<file path="config.mk">
export PLATFORM = sky130hd
export DESIGN_NAME = rmf_median
export DESIGN_NICKNAME = d
export VERILOG_FILES = /design/src/rtl/core/rmf_pkg.sv /design/src/rtl/core/rmf_median.sv
export SDC_FILE = /design/constraint.sdc
export NUM_CORES = 1
export LEC_CHECK = 0
export BUFFER_PORTS_ARGS = -buffer_cell sky130_fd_sc_hd__buf_2
export CAP_MARGIN = 20
export CORE_MARGIN = 1.5
export CORE_UTILIZATION = 65
export DETAILED_ROUTE_END_ITERATION = 8
export PLACE_DENSITY = 0.86
export SYNTH_ARGS = -nofsm -noshare
export SYNTH_HDL_FRONTEND = slang
export SYNTH_SLANG_ARGS = --single-unit
</file>
<file path="constraint.sdc">
create_clock -name clk -period 25.1 [get_ports clk]
set_input_delay 2.51 -clock clk [delete_from_list [all_inputs] [get_ports clk]]
set_output_delay 2.51 -clock clk [all_outputs]
set_load 0.1 [all_outputs]
</file>
<file path="src/rtl/core/rmf_pkg.sv">
// Shared types, constants and the three-value sort function of the RGB median filter.
`default_nettype none

package rmf_pkg;

    // Window geometry. The compare network in rmf_median is built for a 3x3 window.
    localparam int MED       = 3;
    localparam int RAD       = MED / 2;
    localparam int RING_ROWS = MED + RAD;
    localparam int MAX_WIDTH = 2048;

    localparam int COL_W    = $clog2(MAX_WIDTH);
    localparam int WIDTH_W  = 12;
    localparam int HEIGHT_W = 13;
    localparam int ROW_W    = HEIGHT_W;
    localparam int LANE_W   = $clog2(RING_ROWS);
    localparam int GAP_W    = $clog2(RAD * MAX_WIDTH + RAD + 1);
    localparam int CFG_IDX_W  = 2;
    localparam int CFG_DATA_W = HEIGHT_W;

    // Command codes of an input word.
    localparam logic CMD_PIXEL = 1'b0;
    localparam logic CMD_FLUSH = 1'b1;

    // Configuration register indexes.
    localparam logic [CFG_IDX_W-1:0] REG_WIDTH  = 2'd0;
    localparam logic [CFG_IDX_W-1:0] REG_HEIGHT = 2'd1;

    typedef logic [7:0]  chan_t;
    typedef logic [23:0] pixel_t;
    typedef logic [RING_ROWS-1:0][23:0] line_col_t;

    typedef struct packed {
        chan_t lo;
        chan_t mid;
        chan_t hi;
    } trio_t;

    // Request from the position control to the line memory and window stage.
    typedef struct packed {
        logic                          we;
        logic [LANE_W-1:0]             wlane;
        logic [COL_W-1:0]              wcol;
        pixel_t                        wdata;
        logic                          emit;
        logic [COL_W-1:0]              col_a;
        logic [COL_W-1:0]              col_b;
        logic [MED-1:0][LANE_W-1:0]    lanes;
        logic                          first;
        logic                          last;
    } rmf_req_t;

    // Sorts three channel values.
    function automatic trio_t sort3(input chan_t a, input chan_t b, input chan_t c);
        chan_t l0;
        chan_t h0;
        chan_t m;
        trio_t r;
        l0    = (a < b) ? a : b;
        h0    = (a < b) ? b : a;
        r.hi  = (h0 > c) ? h0 : c;
        m     = (h0 > c) ? c : h0;
        r.lo  = (l0 < m) ? l0 : m;
        r.mid = (l0 < m) ? m : l0;
        return r;
    endfunction

endpackage

`default_nettype wire

</file>
<file path="src/rtl/core/rmf_median.sv">
// Two-stage 3x3 median network per color channel with the output register.
`default_nettype none

module rmf_median import rmf_pkg::*; (
    input  wire logic                       clk,
    input  wire logic                       rst_n,
    input  wire logic                       en,
    input  wire logic                       vin,
    input  wire logic                       last_in,
    input  wire pixel_t [MED-1:0][MED-1:0]  win,
    output logic                            valid,
    output chan_t                           red,
    output chan_t                           green,
    output chan_t                           blue,
    output logic                            last
);

    trio_t [MED-1:0][2:0] srt;
    trio_t [MED-1:0][2:0] srt_reg;
    logic                 v_a_reg;
    logic                 last_a_reg;
    chan_t [2:0]          med;
    chan_t [2:0]          med_reg;
    logic                 valid_reg;
    logic                 last_reg;
    trio_t [2:0]          lo_s;
    trio_t [2:0]          mid_s;
    trio_t [2:0]          hi_s;
    trio_t [2:0]          fin_s;

    // First stage: sort each window column, channel by channel.
    always_comb
    begin
        for (int c = 0; c < MED; c++)
        begin
            for (int k = 0; k < 3; k++)
            begin
                srt[c][k] = sort3(win[c][0][k*8 +: 8], win[c][1][k*8 +: 8],
                                  win[c][2][k*8 +: 8]);
            end
        end
    end

    // Second stage: largest low, middle of middles, smallest high, then their median.
    always_comb
    begin
        for (int k = 0; k < 3; k++)
        begin
            lo_s[k]  = sort3(srt_reg[0][k].lo, srt_reg[1][k].lo, srt_reg[2][k].lo);
            mid_s[k] = sort3(srt_reg[0][k].mid, srt_reg[1][k].mid, srt_reg[2][k].mid);
            hi_s[k]  = sort3(srt_reg[0][k].hi, srt_reg[1][k].hi, srt_reg[2][k].hi);
            fin_s[k] = sort3(lo_s[k].hi, mid_s[k].mid, hi_s[k].lo);
            med[k]   = fin_s[k].mid;
        end
    end

    // Payload registers.
    always_ff @(posedge clk)
    begin
        if (en)
        begin
            srt_reg    <= srt;
            last_a_reg <= last_in;
            med_reg    <= med;
            last_reg   <= last_a_reg;
        end
    end

    // Valid flags of both stages.
    always_ff @(posedge clk or negedge rst_n)
    begin
        if (!rst_n)
        begin
            v_a_reg   <= 1'b0;
            valid_reg <= 1'b0;
        end
        else if (en)
        begin
            v_a_reg   <= vin;
            valid_reg <= v_a_reg;
        end
    end

    assign valid = valid_reg;
    assign red   = med_reg[2];
    assign green = med_reg[1];
    assign blue  = med_reg[0];
    assign last  = last_reg;

endmodule

`default_nettype wire

</file>
Word-level counts from Yosys, hierarchy flattened
Cells that the tools add are included.
{ "totals": {"reg_bits": 244, "out_inout_bits": 26, "in_bits": 221, "elab_cells": 190} }
{ "op_classes": {"n_lt_le_gt_ge": 60, "muxes": 96} }
{ "ops": {"columns": ["cell", "n"], "rows": [
  ["8-bit 2-to-1 mux", 96],
  ["8-bit less-than comparator", 39],
  ["8-bit greater-than comparator", 21]
]} }

Depth between registers and ports, before layout
{ "logic_depth": {"ltp_word": 12, "mapped_depth": 64, "depth_no_buf": 56} }

Worst setup path after synthesis
No wires, ideal clock.
{ "synth_timing": {"kind": "flip-flop to flip-flop", "startpoint": "register srt_reg[36] (netlist name)", "endpoint": "register med_reg (netlist bit green[2]) (data pin)", "arrival_ps": 10844, "synth_period_minus_slack_ps": 11104, "path_buffers": 8, "setup_time_ps": 260, "stages_incl_launch_ff": 56, "setup_slack_ps": 13996, "t_required_ps": 24840, "path_cell_list": "edfxtp_1 ha_1 a21o_1 a2111oi_0 o21ai_1 nand2_1 clkbuf_1 clkbuf_1 mux2_2 ha_1 o21a_1 o21a_1 o21ai_1 nand2_1 clkbuf_1 nand2_1 o21ai_0 ha_1 (+20 left out) o21a_1 o21ai_0 nand2b_1 a21oi_1 o21ai_0 o31a_1 clkbuf_1 clkbuf_1 o21a_1 inv_1 ha_1 a21o_1 a21o_1 a21oi_1 o211a_1 a41o_1 clkbuf_1 mux2_2"} }
{ "synth_lines": {"columns": ["element", "line_no", "text"], "rows": [
  ["start: declaration", "rmf_median.sv:19", "trio_t [MED-1:0][2:0] srt_reg;"],
  ["start signal: assignment", "rmf_median.sv:62", "srt_reg <= srt;"],
  ["end signal: assignment", "rmf_median.sv:64", "med_reg <= med;"],
  ["end: declaration", "rmf_median.sv:23", "chan_t [2:0] med_reg;"]
]} }

==> results.tsv <==
metric	value	unit
Critical Path Max Stage Delay	0.79	ns
f_max	0.07893	GHz
Final Max Tran Viols	0	
Slowest cell on crit path	o21ai_2	
RSZ-0062 raised after global routing	false	
mean post-synth cell area	8.568	um2
fin area	0.03067	mm2
# Max-Cap Violations	0	
Rows	75	
layout cell share with drive strength beyond 1	0.1496	
largest net degree at the start of global routing	106	
Worst Hold Class	reg2reg	
Syn-to-layout area delta	10.62	%
initial antenna violation count	7	
post-synthesis register bit count	244	
Cell variety after synth	85	
setup repair bufs after CTS	0	
syn_nets	3889	
post-layout minimum cycle time	12.67	ns
Yosys warnings	0	
Worst Hold Launch	last_a_reg	
status	finished clean	
placed inst area	0.02949	mm2
clk root buf	clkbuf_16	
Setup crit start	srt_reg[36]	
WS Path Type	reg2reg	
slew margin rel.	0.2502	
Die H	209.5	um
Setup Skew	0.01518	ns
Overflow after GRT	0	
Port Buffers	246	
DRT Pass-1 Iters	6	
1st-iter DRT viols	1991	
Initial Util	0.6595	
Async SR Flop Fraction	0.008197	
Num CTS Buffers	29	
max reg flops	216	
H-tree depth	1	
num ports	247	
# setup viols final	0	
global-route wire length before repair	122.1	mm
vias in the first global route	24290	
Post-synth EDFFs	242	
DRT Wirelength	76.63	mm
cell count after synthesis	3236	
Worst-Margin Slew	1.125	ns
R2R Path Start	srt_reg[36]	
CTS sink cnt	244	
crit path DAT	13.00	ns
Clk Latency, worst-skew pair	0.59	ns
Worst Path Max Fanout	27	
cts repair resizes	0	
most frequent CP cell	o21ai_0	
crit end category	register	
reg2reg setup slack	12.43	ns
Routed Antenna Nets	0	
wire length per cell	19.15	um
Synth Flop Type	edfxtp_1	
setup TNS after final layout	0	ns
clk slew on worst S/H paths	0.06	ns
drt drc	0	
vias post-DR	24850	
die span in x	209.5	um
CORE AREA	0.04204	mm2
final hold vios	0	
Startpoint Class	register	
CP Data Required Time	25.44	ns
register area share after synthesis	0.2639	
CTS Hold Buffers Added	0	
Via density	6.211	
RePlAce Congestion	0.9714	
clock tree buffer depth	3	
period utilization	0.5048	
mapped cell area	0.02773	mm2
CTS tree	done	
GRT Resource Usage Total	0.3440	
fin nets	4088	
HPWL after DPL	61.35	mm
die footprint	0.04390	mm2
==> layer usage <==
layer  up-vias  global-route usage  share of wire
li1      12090                   -              -
met1     11690              0.4366           0.42
met2       872              0.6068           0.48
met3       190             0.03935          0.063
met4         4              0.1203          0.036
met5         -                   0        0.00031
==> Yosys cell counts, types with 45 or more instances <==
cell / count / area, um2
a21o_1: 127 / 953.4
a21oi_1: 323 / 1617
clkbuf_1: 84 / 315.3
edfxtp_1: 242 / 7267
ha_1: 432 / 5405
inv_1: 398 / 1494
mux2_2: 134 / 1509
mux2i_1: 225 / 2252
nand2_1: 229 / 859.6
nand2b_1: 45 / 281.5
nor2_1: 285 / 1070
nor2b_1: 47 / 294.0
o21a_1: 55 / 412.9
o21ai_0: 209 / 1046
==> kinds of logic after synthesis <==
logic type / after synthesis / synth area share
simple gates: 758 / 0.1225
compound gates: 926 / 0.2105
mux: 363 / 0.1374
buf+inv: 511 / 0.06999
xor+xnor: 1 / 0.0003160
fa+ha+maj: 433 / 0.1953
flops: 244 / 0.2639
==> metrics by stage <==
step	hold WS, ns	setup WS [ns]	cells	utilization
after floorplan	0.4003	14.00	3236	-
after global placement	0.4850	13.20	3927	0.7016
after detailed placement	0.4933	12.84	3927	0.7016
final	0.5084	12.43	4001	0.7295
after global routing	0.5023	11.28	3996	0.7292
after CTS	0.5014	12.70	3980	0.7245
==> critical path: cells and delay by family (launching register included) <==
kind	cells	cell delay, ns
buffers and inverters	2	0.15
and+or+nand+nor	11	2.23
adders and majority gates	6	1.80
muxes	3	1.28
AOI/OAI and AO/OA	26	6.50
DFF	1	0.42
==> cell type report <==
cell class	instances	area [um2]
multi-input combinational	2481	18630
fill	3105	11370
sequential	244	7317
timing repair buffer	281	1583
inverter	398	1494
clock buffer	32	737.0
tap	539	674.4
clock inverter	21	226.5
antenna	5	12.51
==> placed cells by master (no fill, tap or decap), types with 7 or more instances in the layout <==
| cell | instances |
|---|---|
| nor3_1 | 25 |
| nand2b_1 | 45 |
| a21o_1 | 127 |
| buf_4 | 24 |
| and3_1 | 18 |
| a2111oi_0 | 7 |
| nor2_1 | 285 |
| nand3_1 | 44 |
| buf_8 | 11 |
| edfxtp_1 | 242 |
| a21oi_1 | 317 |
| o31ai_4 | 7 |
| buf_2 | 245 |
| o31ai_1 | 7 |
| a31oi_1 | 18 |
| o21ai_0 | 209 |
| a21oi_2 | 8 |
| and2_1 | 8 |
| o211ai_1 | 18 |
| a211oi_1 | 19 |
| o21ai_1 | 17 |
| nand4_1 | 28 |
| ha_1 | 432 |
| mux2_2 | 134 |
| clkbuf_16 | 29 |
| nand2_1 | 229 |
| nor2b_1 | 47 |
| a211o_1 | 16 |
| o21a_1 | 55 |
| o22ai_1 | 15 |
| mux2i_1 | 225 |
| or2_2 | 8 |
| inv_1 | 398 |
==> path summary, 6_finish.rpt <==
kind                       endpoint  depth (start not counted)
setup reg to reg           green[7]                         48
min in group asynchronous   v_a_reg                          1
hold reg to reg                last                          0
hold / removal                 last                          0
max in group asynchronous     valid                          1
setup / recovery           green[7]                         48
Power is left out: the tool's default activity adds up to more than one toggle a clock period on the data nets, which glitch-free logic cannot reach.
