### src/rtl/core/rmf_pkg.sv
// Shared types, constants and the three-value sort function of the RGB median filter.
`default_nettype none

package rmf_pkg;

    // Window geometry. The compare network in rmf_median is built for a 3x3 window.
    localparam int MED       = 3;
    localparam int RAD       = MED / 2;
    localparam int RING_ROWS = MED + RAD;
    localparam int MAX_WIDTH = 2048;

    localparam int COL_W    = $clog2(MAX_WIDTH);
    localparam int WIDTH_W  = 12;
    localparam int HEIGHT_W = 13;
    localparam int ROW_W    = HEIGHT_W;
    localparam int LANE_W   = $clog2(RING_ROWS);
    localparam int GAP_W    = $clog2(RAD * MAX_WIDTH + RAD + 1);
    localparam int CFG_IDX_W  = 2;
    localparam int CFG_DATA_W = HEIGHT_W;

    // Command codes of an input word.
    localparam logic CMD_PIXEL = 1'b0;
    localparam logic CMD_FLUSH = 1'b1;

    // Configuration register indexes.
    localparam logic [CFG_IDX_W-1:0] REG_WIDTH  = 2'd0;
    localparam logic [CFG_IDX_W-1:0] REG_HEIGHT = 2'd1;

    typedef logic [7:0]  chan_t;
    typedef logic [23:0] pixel_t;
    typedef logic [RING_ROWS-1:0][23:0] line_col_t;

    typedef struct packed {
        chan_t lo;
        chan_t mid;
        chan_t hi;
    } trio_t;

    // Request from the position control to the line memory and window stage.
    typedef struct packed {
        logic                          we;
        logic [LANE_W-1:0]             wlane;
        logic [COL_W-1:0]              wcol;
        pixel_t                        wdata;
        logic                          emit;
        logic [COL_W-1:0]              col_a;
        logic [COL_W-1:0]              col_b;
        logic [MED-1:0][LANE_W-1:0]    lanes;
        logic                          first;
        logic                          last;
    } rmf_req_t;

    // Sorts three channel values.
    function automatic trio_t sort3(input chan_t a, input chan_t b, input chan_t c);
        chan_t l0;
        chan_t h0;
        chan_t m;
        trio_t r;
        l0    = (a < b) ? a : b;
        h0    = (a < b) ? b : a;
        r.hi  = (h0 > c) ? h0 : c;
        m     = (h0 > c) ? c : h0;
        r.lo  = (l0 < m) ? l0 : m;
        r.mid = (l0 < m) ? m : l0;
        return r;
    endfunction

endpackage

`default_nettype wire

### src/rtl/core/rmf_ctrl.sv
// Frame position counters, configuration registers and line memory requests.
`default_nettype none

module rmf_ctrl import rmf_pkg::*; (
    input  wire logic                  clk,
    input  wire logic                  rst_n,
    input  wire logic                  cfg_we,
    input  wire logic [CFG_IDX_W-1:0]  cfg_index,
    input  wire logic [CFG_DATA_W-1:0] cfg_data,
    input  wire logic                  accept,
    input  wire logic                  cmd,
    input  wire pixel_t                pixel,
    output rmf_req_t                   req
);

    logic [WIDTH_W-1:0]  width_reg, width_next;
    logic [HEIGHT_W-1:0] height_reg, height_next;
    logic [COL_W-1:0]    in_col_reg, in_col_next;
    logic [ROW_W-1:0]    in_row_reg, in_row_next;
    logic [COL_W-1:0]    out_col_reg, out_col_next;
    logic [ROW_W-1:0]    out_row_reg, out_row_next;
    logic [GAP_W-1:0]    gap_reg, gap_next;

    logic [WIDTH_W-1:0]  w;
    logic [HEIGHT_W-1:0] h;
    logic [GAP_W-1:0]    delay;
    logic [COL_W-1:0]    w_last;
    logic [ROW_W-1:0]    h_last;
    logic                complete;
    logic                ox_end;
    logic                oy_end;
    logic [ROW_W-1:0]    row_top;
    logic [ROW_W-1:0]    row_bot;
    logic [WIDTH_W-1:0]  in_col_inc;
    logic [WIDTH_W-1:0]  out_col_inc;

    // Effective frame size: zero acts as one, width saturates at the line length.
    always_comb
    begin
        if (width_reg == '0)
            w = WIDTH_W'(1);
        else if (width_reg > WIDTH_W'(MAX_WIDTH))
            w = WIDTH_W'(MAX_WIDTH);
        else
            w = width_reg;
        h      = (height_reg == '0) ? HEIGHT_W'(1) : height_reg;
        delay  = GAP_W'(RAD) * GAP_W'(w) + GAP_W'(RAD);
        w_last = COL_W'(w - 1'b1);
        h_last = ROW_W'(h - 1'b1);
    end

    // Request for the current word: pixel write and window read columns and rows.
    always_comb
    begin
        complete  = (in_row_reg >= h);
        ox_end    = (out_col_reg == w_last);
        oy_end    = (out_row_reg == h_last);
        row_top   = (out_row_reg == '0) ? out_row_reg : out_row_reg - 1'b1;
        row_bot   = oy_end ? out_row_reg : out_row_reg + 1'b1;

        req.we    = accept && !complete && (cmd == CMD_PIXEL);
        req.wlane = LANE_W'(in_row_reg % RING_ROWS);
        req.wcol  = in_col_reg;
        req.wdata = pixel;
        req.emit  = accept && (complete || (req.we && (gap_reg >= delay)));
        req.col_a = ox_end ? out_col_reg : out_col_reg + 1'b1;
        req.col_b = out_col_reg;
        req.lanes[0] = LANE_W'(row_top % RING_ROWS);
        req.lanes[1] = LANE_W'(out_row_reg % RING_ROWS);
        req.lanes[2] = LANE_W'(row_bot % RING_ROWS);
        req.first = (out_col_reg == '0);
        req.last  = ox_end && oy_end;
    end

    // Next values of the registers and counters.
    always_comb
    begin
        width_next   = width_reg;
        height_next  = height_reg;
        in_col_next  = in_col_reg;
        in_row_next  = in_row_reg;
        out_col_next = out_col_reg;
        out_row_next = out_row_reg;
        gap_next     = gap_reg;
        in_col_inc   = WIDTH_W'(in_col_reg) + 1'b1;
        out_col_inc  = WIDTH_W'(out_col_reg) + 1'b1;

        if (cfg_we && ((cfg_index == REG_WIDTH) || (cfg_index == REG_HEIGHT)))
        begin
            if (cfg_index == REG_WIDTH)
                width_next = cfg_data[WIDTH_W-1:0];
            else
                height_next = cfg_data;
            in_col_next  = '0;
            in_row_next  = '0;
            out_col_next = '0;
            out_row_next = '0;
            gap_next     = '0;
        end
        else if (accept)
        begin
            if (req.we)
            begin
                if (in_col_inc >= w)
                begin
                    in_col_next = '0;
                    in_row_next = in_row_reg + 1'b1;
                end
                else
                begin
                    in_col_next = COL_W'(in_col_inc);
                end
            end
            if (req.we && !req.emit)
                gap_next = gap_reg + 1'b1;
            else if (!req.we && req.emit)
                gap_next = gap_reg - 1'b1;
            if (req.emit)
            begin
                if (req.last)
                begin
                    in_col_next  = '0;
                    in_row_next  = '0;
                    out_col_next = '0;
                    out_row_next = '0;
                    gap_next     = '0;
                end
                else if (out_col_inc >= w)
                begin
                    out_col_next = '0;
                    out_row_next = out_row_reg + 1'b1;
                end
                else
                begin
                    out_col_next = COL_W'(out_col_inc);
                end
            end
        end
    end

    // Register update.
    always_ff @(posedge clk or negedge rst_n)
    begin
        if (!rst_n)
        begin
            width_reg   <= WIDTH_W'(640);
            height_reg  <= HEIGHT_W'(480);
            in_col_reg  <= '0;
            in_row_reg  <= '0;
            out_col_reg <= '0;
            out_row_reg <= '0;
            gap_reg     <= '0;
        end
        else
        begin
            width_reg   <= width_next;
            height_reg  <= height_next;
            in_col_reg  <= in_col_next;
            in_row_reg  <= in_row_next;
            out_col_reg <= out_col_next;
            out_row_reg <= out_row_next;
            gap_reg     <= gap_next;
        end
    end

endmodule

`default_nettype wire

### config.mk
export PLATFORM = sky130hd
export DESIGN_NAME = rmf_ctrl
export DESIGN_NICKNAME = d
export VERILOG_FILES = /design/src/rtl/core/rmf_pkg.sv /design/src/rtl/core/rmf_ctrl.sv
export SDC_FILE = /design/constraint.sdc
export NUM_CORES = 1
export LEC_CHECK = 0
export BUFFER_PORTS_ARGS = -buffer_cell sky130_fd_sc_hd__buf_4
export CAP_MARGIN = 10
export CORE_UTILIZATION = 60
export CTS_BUF_LIST = sky130_fd_sc_hd__clkbuf_16
export DETAILED_ROUTE_END_ITERATION = 10
export PLACE_DENSITY = 0.83
export SYNTH_ARGS = -nofsm -noshare
export SYNTH_HDL_FRONTEND = slang
export SYNTH_SLANG_ARGS = --single-unit
### constraint.sdc
create_clock -name clk -period 11.7 [get_ports clk]
set_input_delay 2.34 -clock clk [delete_from_list [all_inputs] [get_ports clk]]
set_output_delay 2.34 -clock clk [all_outputs]
set_load 0.1 [all_outputs]
=== After elaboration in Yosys (flattened, before gate mapping) ===
Cells that the tools add are included.

* Register bits after elaboration: 85
* Logic and storage cells: 87

* Add/subtract/negate cells: 11
* Magnitude comparators: 5
* Equal/unequal tests: 3
* Mux-type cells: 34
* Bitwise gates (word level): 2
* Reduce and logical (&&, ||, !) cells: 25

{| class="wikitable"
|+ Operators by type and width
! cell !! count
|-
| 2-to-1 mux 13 bit || 12
|-
| 2-to-1 mux 11 bit || 12
|-
| 2-to-1 mux 12 bit || 8
|-
| >= comparator 12 bit || 3
|-
| adder 13 x 1 -> 13 bit, second input constant || 2
|-
| logical NOT 13 bit || 2
|-
| adder 11 x 1 -> 12 bit, second input constant || 2
|-
| adder 12 x 1 -> 12 bit, second input constant || 2
|-
| == test 13 bit || 1
|-
| >= comparator 13 bit || 1
|-
| subtractor 13 x 1 -> 13 bit, second input constant || 1
|-
| > comparator 12 bit, second input constant || 1
|-
| logical NOT 12 bit || 1
|-
| subtractor 12 x 1 -> 12 bit, second input constant || 1
|-
| adder 11 x 1 -> 11 bit, second input constant || 1
|-
| == test 11 bit || 1
|-
| logical NOT 11 bit || 1
|-
| subtractor 11 x 1 -> 11 bit, second input constant || 1
|-
| logical AND 1 bit || 8
|-
| AND reduction 2 bit || 3
|-
| 2-to-1 mux 2 bit || 2
|-
| nonzero test 2 bit || 2
|-
| logical NOT 1 bit || 3
|-
| AND reduction 3 bit || 1
|-
| 6 further kinds || 8
|}

=== Depth between registers and ports, before layout ===
Gate-level depths: netlist of the first run.

* Depth in word-level cells: 16
* Gate-level depth with buffers: 22
* Gate-level depth less buffers: 17

=== Least setup slack after synthesis of the first run ===
No wires, ideal clock.

* Kind: register to output
* Start: register width_reg[10]
* End: output port req[20] (netlist bit)
* Arrival: 5210 ps
* Required time: 9360 ps
* Slack: 4150 ps
* Cell stages (with the launch flop): 14
* Path buffers: 2
* Cells stage by stage: dfrtp_1 > clkbuf_1 > or4_1 > nor3_1 > o21a_1 > inv_1 > ha_1 > xnor2_1 > xnor2_1 > a2111o_1 > a2111oi_1 > nand4bb_1 > buf_2 > o21ai_0

{| class="wikitable"
|+ RTL lines
! what !! RTL line !! RTL
|-
| start: declaration || rmf_ctrl.sv:16 || <nowiki>logic [WIDTH_W-1:0] width_reg, width_next;</nowiki>
|-
| start signal: assignment || rmf_ctrl.sv:156 || <nowiki>width_reg <= width_next;</nowiki>
|-
| end: declaration || rmf_ctrl.sv:13 || <nowiki>output rmf_req_t req</nowiki>
|}

==> results_dict.tcl, run 1 <==
set metrics [dict create \
    worstSetupStartpointType "register" \
    synth_adder_area_share_pct 10.15 \
    io_pins 113 \
    dpl.hpwl_um 14450 \
    ys_seq_elements 85 \
    drive_gt1_share_pct 13.40 \
    netlist.top_cell.by_area "dfrtp_1" \
    synth.area.mux_share_pct 4.161 \
    cts_sinks 85 \
    power.density_nw_per_um2 126.8 \
    cp-end-kind "output pin" \
    die_area_um2 12980 \
    cts-resized-gates 0 \
    cts-root-buf "clkbuf_16" \
    period_share_pct 63.30 \
    syn_avg_cell_area_um2 8.465 \
    wl_per_cell_um 18.57 \
    drc 0 \
    clk_pin_slew_worst_paths_ns 0.06 \
    synth_compound_area_share_pct 17.61 \
    hp-class "register to register" \
    grt_max_degree 65 \
    core-area_um2 12110 \
    grt_pass1_wl_um 31760 \
    met3_usage_pct 4.782 \
    synth_nets 993 \
    fin_crit_ns 7.406 \
    synth_xor_area_share_pct 9.321 \
    synth_cell_type_count 70 \
    met1_usage_pct 40.83 \
    chipHeight_um 113.9 \
    fp-row-count 40 \
    status "completed" \
    cts_setup_buffers 0 \
    hold_viol 0 \
    placed_area_um2 7800 \
    slew_violations 0 \
    drtIter0Drc 662 \
    grt_usage_pct 31.20 \
    vias 6761 \
    busiest_layer "met2" \
    synthFlopType "dfrtp_1" \
    cts_tree "built" \
    reg2reg_slack_ns 6.20 \
    vdd_ir_drop_max_uv 71.27 \
    yosys_warnings 0 \
    p_leak_nw 3.631 \
    critical_path_arrival_ns 5.07 \
    drt-total-wl_um 19610 \
    cts-htree-levels 3 \
    final-setup-viol-count 0 \
    ant_nets 0 \
    yosysTopAreaCellShare_pct 26.30 \
    die_x_um 113.9 \
    areaGrowthSynthToFinish_pct 7.457 \
    crit_fanout 15 \
    n_antenna_cell 0 \
    rsz0062_at_grt "no" \
    clockBufferDepth 2 \
    ctsHoldBuffers 0 \
    gr-total-overflow 0 \
    fin_area_um2 8078 \
    multiInputGateArea_um2 4787 \
    synth-simple-area-share_pct 22.37 \
    hold_slack_ns 0.5529 \
    synthTopCellsByArea "dfrtp_1 26%, ha_1 10%, xnor2_1 5.6%, mux2_2 3.9%, nor2_1 3.7%" \
    numCtsBuffers 9 \
    worstPathRequired_ns 9.36 \
    synth_area_um2 7517 \
    place.gp.congestion 0.9733 \
    maxCapViolCount 0 \
    grt_pass1_vias 6375 \
    insertion_delay_ns 0.35 \
    syn_inst 888 \
    synth_top_family_by_area "simple AND/OR/NAND/NOR gates" \
    met2_usage_pct 50.30 \
    first_pass_iters 7 \
    tns_ns 0 \
    port_buffers 64 \
    tightest_slew_ns 1.020 \
    critical_path_class "register to output pin" \
    floorplan.initialDensity_pct 62.07 \
    fmax_mhz 135.0 \
    max-slew-margin-rel_pct 31.97 \
    regArea_um2 2135 \
    async_flop_share_pct 100.0 \
    ys_seq_area_share_pct 28.40 \
    antenna_found_initial 0 \
    nets 988 \
    synth_edf_count 0 \
    avgViaCountPerCell 6.402 \
    fill_cells 1043 \
    fin_skew_ns 0.006367 \
]
-- layout by cell type, fill, tap and decap left out, types with 6 or more instances in the layout --
| cell type | count |
|---|---|
| o31ai_1 | 12 |
| nand3_1 | 33 |
| or3_1 | 10 |
| ha_1 | 61 |
| or4_1 | 7 |
| nand2_1 | 65 |
| inv_1 | 46 |
| dfrtp_1 | 79 |
| nand4_1 | 13 |
| o21ai_0 | 27 |
| a22o_1 | 6 |
| xor2_1 | 32 |
| o21a_1 | 6 |
| nor3_1 | 20 |
| nand3b_1 | 9 |
| buf_4 | 68 |
| nor2b_1 | 9 |
| a21o_1 | 12 |
| and3_1 | 22 |
| nand2b_1 | 13 |
| xnor2_1 | 48 |
| nor2_1 | 75 |
| clkbuf_16 | 9 |
| dfstp_2 | 6 |
| nor4_1 | 15 |
| o211ai_1 | 7 |
| a2111oi_0 | 9 |
| mux2_2 | 26 |
| a21oi_1 | 37 |
| a211oi_1 | 13 |
-- where the power goes --
part           switching, mW  internal, mW  total (mW)  leakage, nW
sequential            0.0625         0.322       0.384         1.10
clock                  0.117         0.161       0.278        0.149
combinational          0.229         0.134       0.362         2.38
-- synthesized netlist by cell type, types with 7 or more instances --
| library cell | n |
|---|---|
| a2111oi_0 | 9 |
| a211oi_1 | 13 |
| a21o_1 | 12 |
| a21oi_1 | 37 |
| and3_1 | 22 |
| buf_4 | 33 |
| clkbuf_1 | 43 |
| dfrtp_1 | 79 |
| ha_1 | 61 |
| inv_1 | 42 |
| mux2_2 | 26 |
| nand2_1 | 65 |
| nand2b_1 | 13 |
| nand3_1 | 33 |
| nand3b_1 | 9 |
| nand4_1 | 13 |
| nor2_1 | 75 |
| nor2b_1 | 9 |
| nor3_1 | 20 |
| nor4_1 | 15 |
| o211ai_1 | 7 |
| o21ai_0 | 28 |
| o31ai_1 | 13 |
| or3_1 | 10 |
| or4_1 | 7 |
| xnor2_1 | 48 |
| xor2_1 | 32 |
-- critical path, stage by stage, from the launching register on --
cell and delay, ns:
dfrtp_1 0.54, or4_1 0.69, nor3_1 0.27, o21a_1 0.26, inv_1 0.09, ha_1 0.27
nor3b_1 0.22, a2111oi_0 0.41, a211oi_1 0.16, a2111oi_1 0.37, nand4bb_1 0.48, nor4_4 0.57
buf_4 0.39
-- cell families (layout without fill, tap and decap cells) --
family,count (synthesis),count (layout)
adder cells (fa/ha/maj),61,61
XOR/XNOR,80,80
multiplexers,28,28
buffers and inverters,126,126
AO/OA/AOI/OAI,188,188
flip-flops,85,85
AND/OR/NAND/NOR,320,320
-- worst paths after layout --
| path | to | from | cells past startpoint |
|---|---|---|---|
| max | req[0] | width_reg[3]$_DFFE_PN0P_ | 12 |
| min | in_row_reg[12]$_DFFE_PN0P_ | in_row_reg[12]$_DFFE_PN0P_ | 2 |
| max reg2reg | out_col_reg[3]$_DFFE_PN0P_ | width_reg[3]$_DFFE_PN0P_ | 13 |
| min reg2reg | in_row_reg[12]$_DFFE_PN0P_ | in_row_reg[12]$_DFFE_PN0P_ | 2 |
| max in group asynchronous | out_row_reg[3]$_DFFE_PN0P_ | rst_n | 2 |
| min in group asynchronous | in_col_reg[10]$_DFFE_PN0P_ | rst_n | 1 |
-- final cells by class --
cell class                      count  share of cell area [%]
Sequential cell                    85                   26.43
Tap cell                          168                   2.602
Clock buffer                        9                   2.788
Timing Repair Buffer               68                   6.320
Inverter                           42                   1.952
Multi-Input combinational cell    677                   59.26
Clock inverter                      7                  0.6506
-- routing by layer --
metal	wire length, um	vias up	part of all wire (%)
met5	0	-	0
met4	886	0	4.5
met3	1284	70	6.5
met2	9224	297	47
met1	8211	3216	42
li1	-	3178	-
-- through the flow --
| step | power, mW | setup slack, ns | cells | util (%) |
|---|---|---|---|---|
| after CTS | 1.024 | 4.366 | 1056 | 66.69 |
| after detailed placement | 0.7425 | 4.753 | 1040 | 64.40 |
| after global placement | 0.7338 | 4.869 | 1040 | 64.40 |
| after floorplan | 0.6849 | 4.150 | 888 | - |
| final | 1.024 | 4.294 | 1056 | 66.69 |
| after global routing | 1.083 | 3.992 | 1056 | 66.69 |
Power figures use the tool's default switching activity.
==> run 2: changes to the inputs <==
Settings changed: CORE_UTILIZATION 60 to 59, PLACE_DENSITY 0.83 to 0.82.
Clock period 11.7 ns to 7.2 ns, I/O delays scaled along.
==> run 2 against run 1 <==
- non-clock buffer count is 2 higher
- flip-flop and latch count stayed put
- largest cell class unchanged
- highest routed layer unchanged
- largest power group unchanged
- routed wire length is 1.4% lower
- worst setup slack worse by 3.6 ns
- register-to-register slack worse by 4.5 ns
- combinational power is 61% higher
- clock power is 68% higher
- clock-buffer cell count stayed put
- critical path type unchanged
- via count is 1.5% lower
- power is 63% higher
==> results_dict.tcl, run 2 (synthesis gave the netlist of run 1 again) <==
set metrics [dict create \
    drtIter0Drc 728 \
    fill_cells 1090 \
    antenna_found_initial 0 \
    hold_slack_ns 0.5608 \
    p_leak_nw 3.643 \
    final_common_cell "dfrtp_1" \
    avgViaCountPerCell 6.294 \
    io_pins 113 \
    cts-root-buf "clkbuf_16" \
    mostFrequentLayoutCells "79 x dfrtp_1, 75 x nor2_1, 70 x buf_4, 65 x nand2_1, 61 x ha_1" \
    fin_crit_ns 6.545 \
    grt_pass1_vias 6054 \
    grt_max_degree 68 \
    drive_gt1_share_pct 14.04 \
    grt_pass1_wl_um 31020 \
    wl_per_cell_um 18.28 \
    drc 0 \
    clk_pin_slew_worst_paths_ns 0.06 \
    die_x_um 114.9 \
    status "completed" \
    core-area_um2 12210 \
    dpl.hpwl_um 14080 \
    placed_cells 1042 \
    period_share_pct 90.90 \
    final-setup-viol-count 0 \
    total_power_mw 1.674 \
    fmax_mhz 152.8 \
    hold_viol 0 \
    numCtsBuffers 9 \
    tns_ns 0 \
    slew_violations 0 \
    drt-total-wl_um 19340 \
    maxCapViolCount 0 \
    insertion_delay_ns 0.36 \
    die_area_um2 13200 \
    placed_area_um2 7815 \
    critical_path_class "register to output pin" \
    nets 990 \
    power.density_nw_per_um2 206.6 \
    fin_area_um2 8102 \
    multiInputGateArea_um2 4787 \
    cp-end-kind "output pin" \
    floorplan.initialDensity_pct 61.56 \
    ant_nets 0 \
    clockBufferDepth 2 \
    final_cells 1058 \
    crit_start "width_reg[3]$_DFFE_PN0P_" \
    cts-htree-levels 3 \
    critical_path_arrival_ns 5.11 \
    port_buffers 64 \
    reg2reg_slack_ns 1.66 \
    r2r-start "width_reg[3]$_DFFE_PN0P_" \
    cts_setup_buffers 0 \
    fp-row-count 40 \
    vias 6659 \
    place.gp.congestion 0.9360 \
    cts-resized-gates 0 \
    regArea_um2 2135 \
    gr-total-overflow 0 \
    chipHeight_um 114.9 \
    ctsHoldBuffers 0 \
    vdd_ir_drop_max_uv 103.4 \
    rsz0062_at_grt "no" \
    worstPathRequired_ns 5.76 \
    hp-class "register to register" \
    max-slew-margin-rel_pct 25.13 \
    tightest_slew_ns 1.123 \
    grt_usage_pct 30.45 \
    worstSetupStartpointType "register" \
    areaGrowthSynthToFinish_pct 7.773 \
    cts_sinks 85 \
    crit_fanout 15 \
    worst_hold_startpoint "in_row_reg[12]$_DFFE_PN0P_" \
    n_antenna_cell 0 \
    fin_skew_ns 0.007656 \
    cts_tree "built" \
    first_pass_iters 5 \
]
==> run 2: per-layer routing <==
metal  GRT usage, %  vias up  wire length [um]
li1               -     3191                 -
met1          40.17     3158              8421
met2          48.71      260              8953
met3          5.166       50              1371
met4          14.55        0               594
met5              0        -                 0
==> run 2: cell type report <==
class	count	area share, %
inverter	42	1.946
clock inverter	7	0.7568
multi-input combinational	677	59.09
sequential	85	26.35
tap	168	2.595
clock buffer	9	2.780
timing repair buffer	70	6.486
==> run 2: stage by stage <==
step	util, %	setup slack, ns
2_1_floorplan	-	0.5504
3_3_place_gp	64.00	1.276
3_5_place_dp	64.00	1.116
4_1_cts	66.34	0.7364
5_1_grt	66.34	0.3931
6_report	66.34	0.6548
==> run 2: path summary, 6_finish.rpt <==
check	end	cells after the start
max	req[0]	12
min	in_row_reg[12]$_DFFE_PN0P_	2
max reg2reg	out_row_reg[10]$_DFFE_PN0P_	13
min reg2reg	in_row_reg[12]$_DFFE_PN0P_	2
max in group asynchronous	out_row_reg[5]$_DFFE_PN0P_	2
min in group asynchronous	in_col_reg[1]$_DFFE_PN0P_	1
==> run 2: worst max-delay path: stages (launching register included) <==
cell       delay [ns]
dfrtp_1          0.55
or4_1            0.68
nor3_1           0.25
o21a_1           0.26
inv_1            0.11
ha_1             0.28
xnor2_1          0.17
xnor2_1          0.14
a2111o_1         0.43
a2111oi_1        0.41
nand4bb_1        0.49
nor4_4           0.59
buf_4            0.40
==> run 2: report_power, final <==
group / internal [mW] / switching (mW)
registers: 0.522 / 0.104
clock network: 0.265 / 0.201
logic: 0.218 / 0.364
total: 1.01 / 0.669
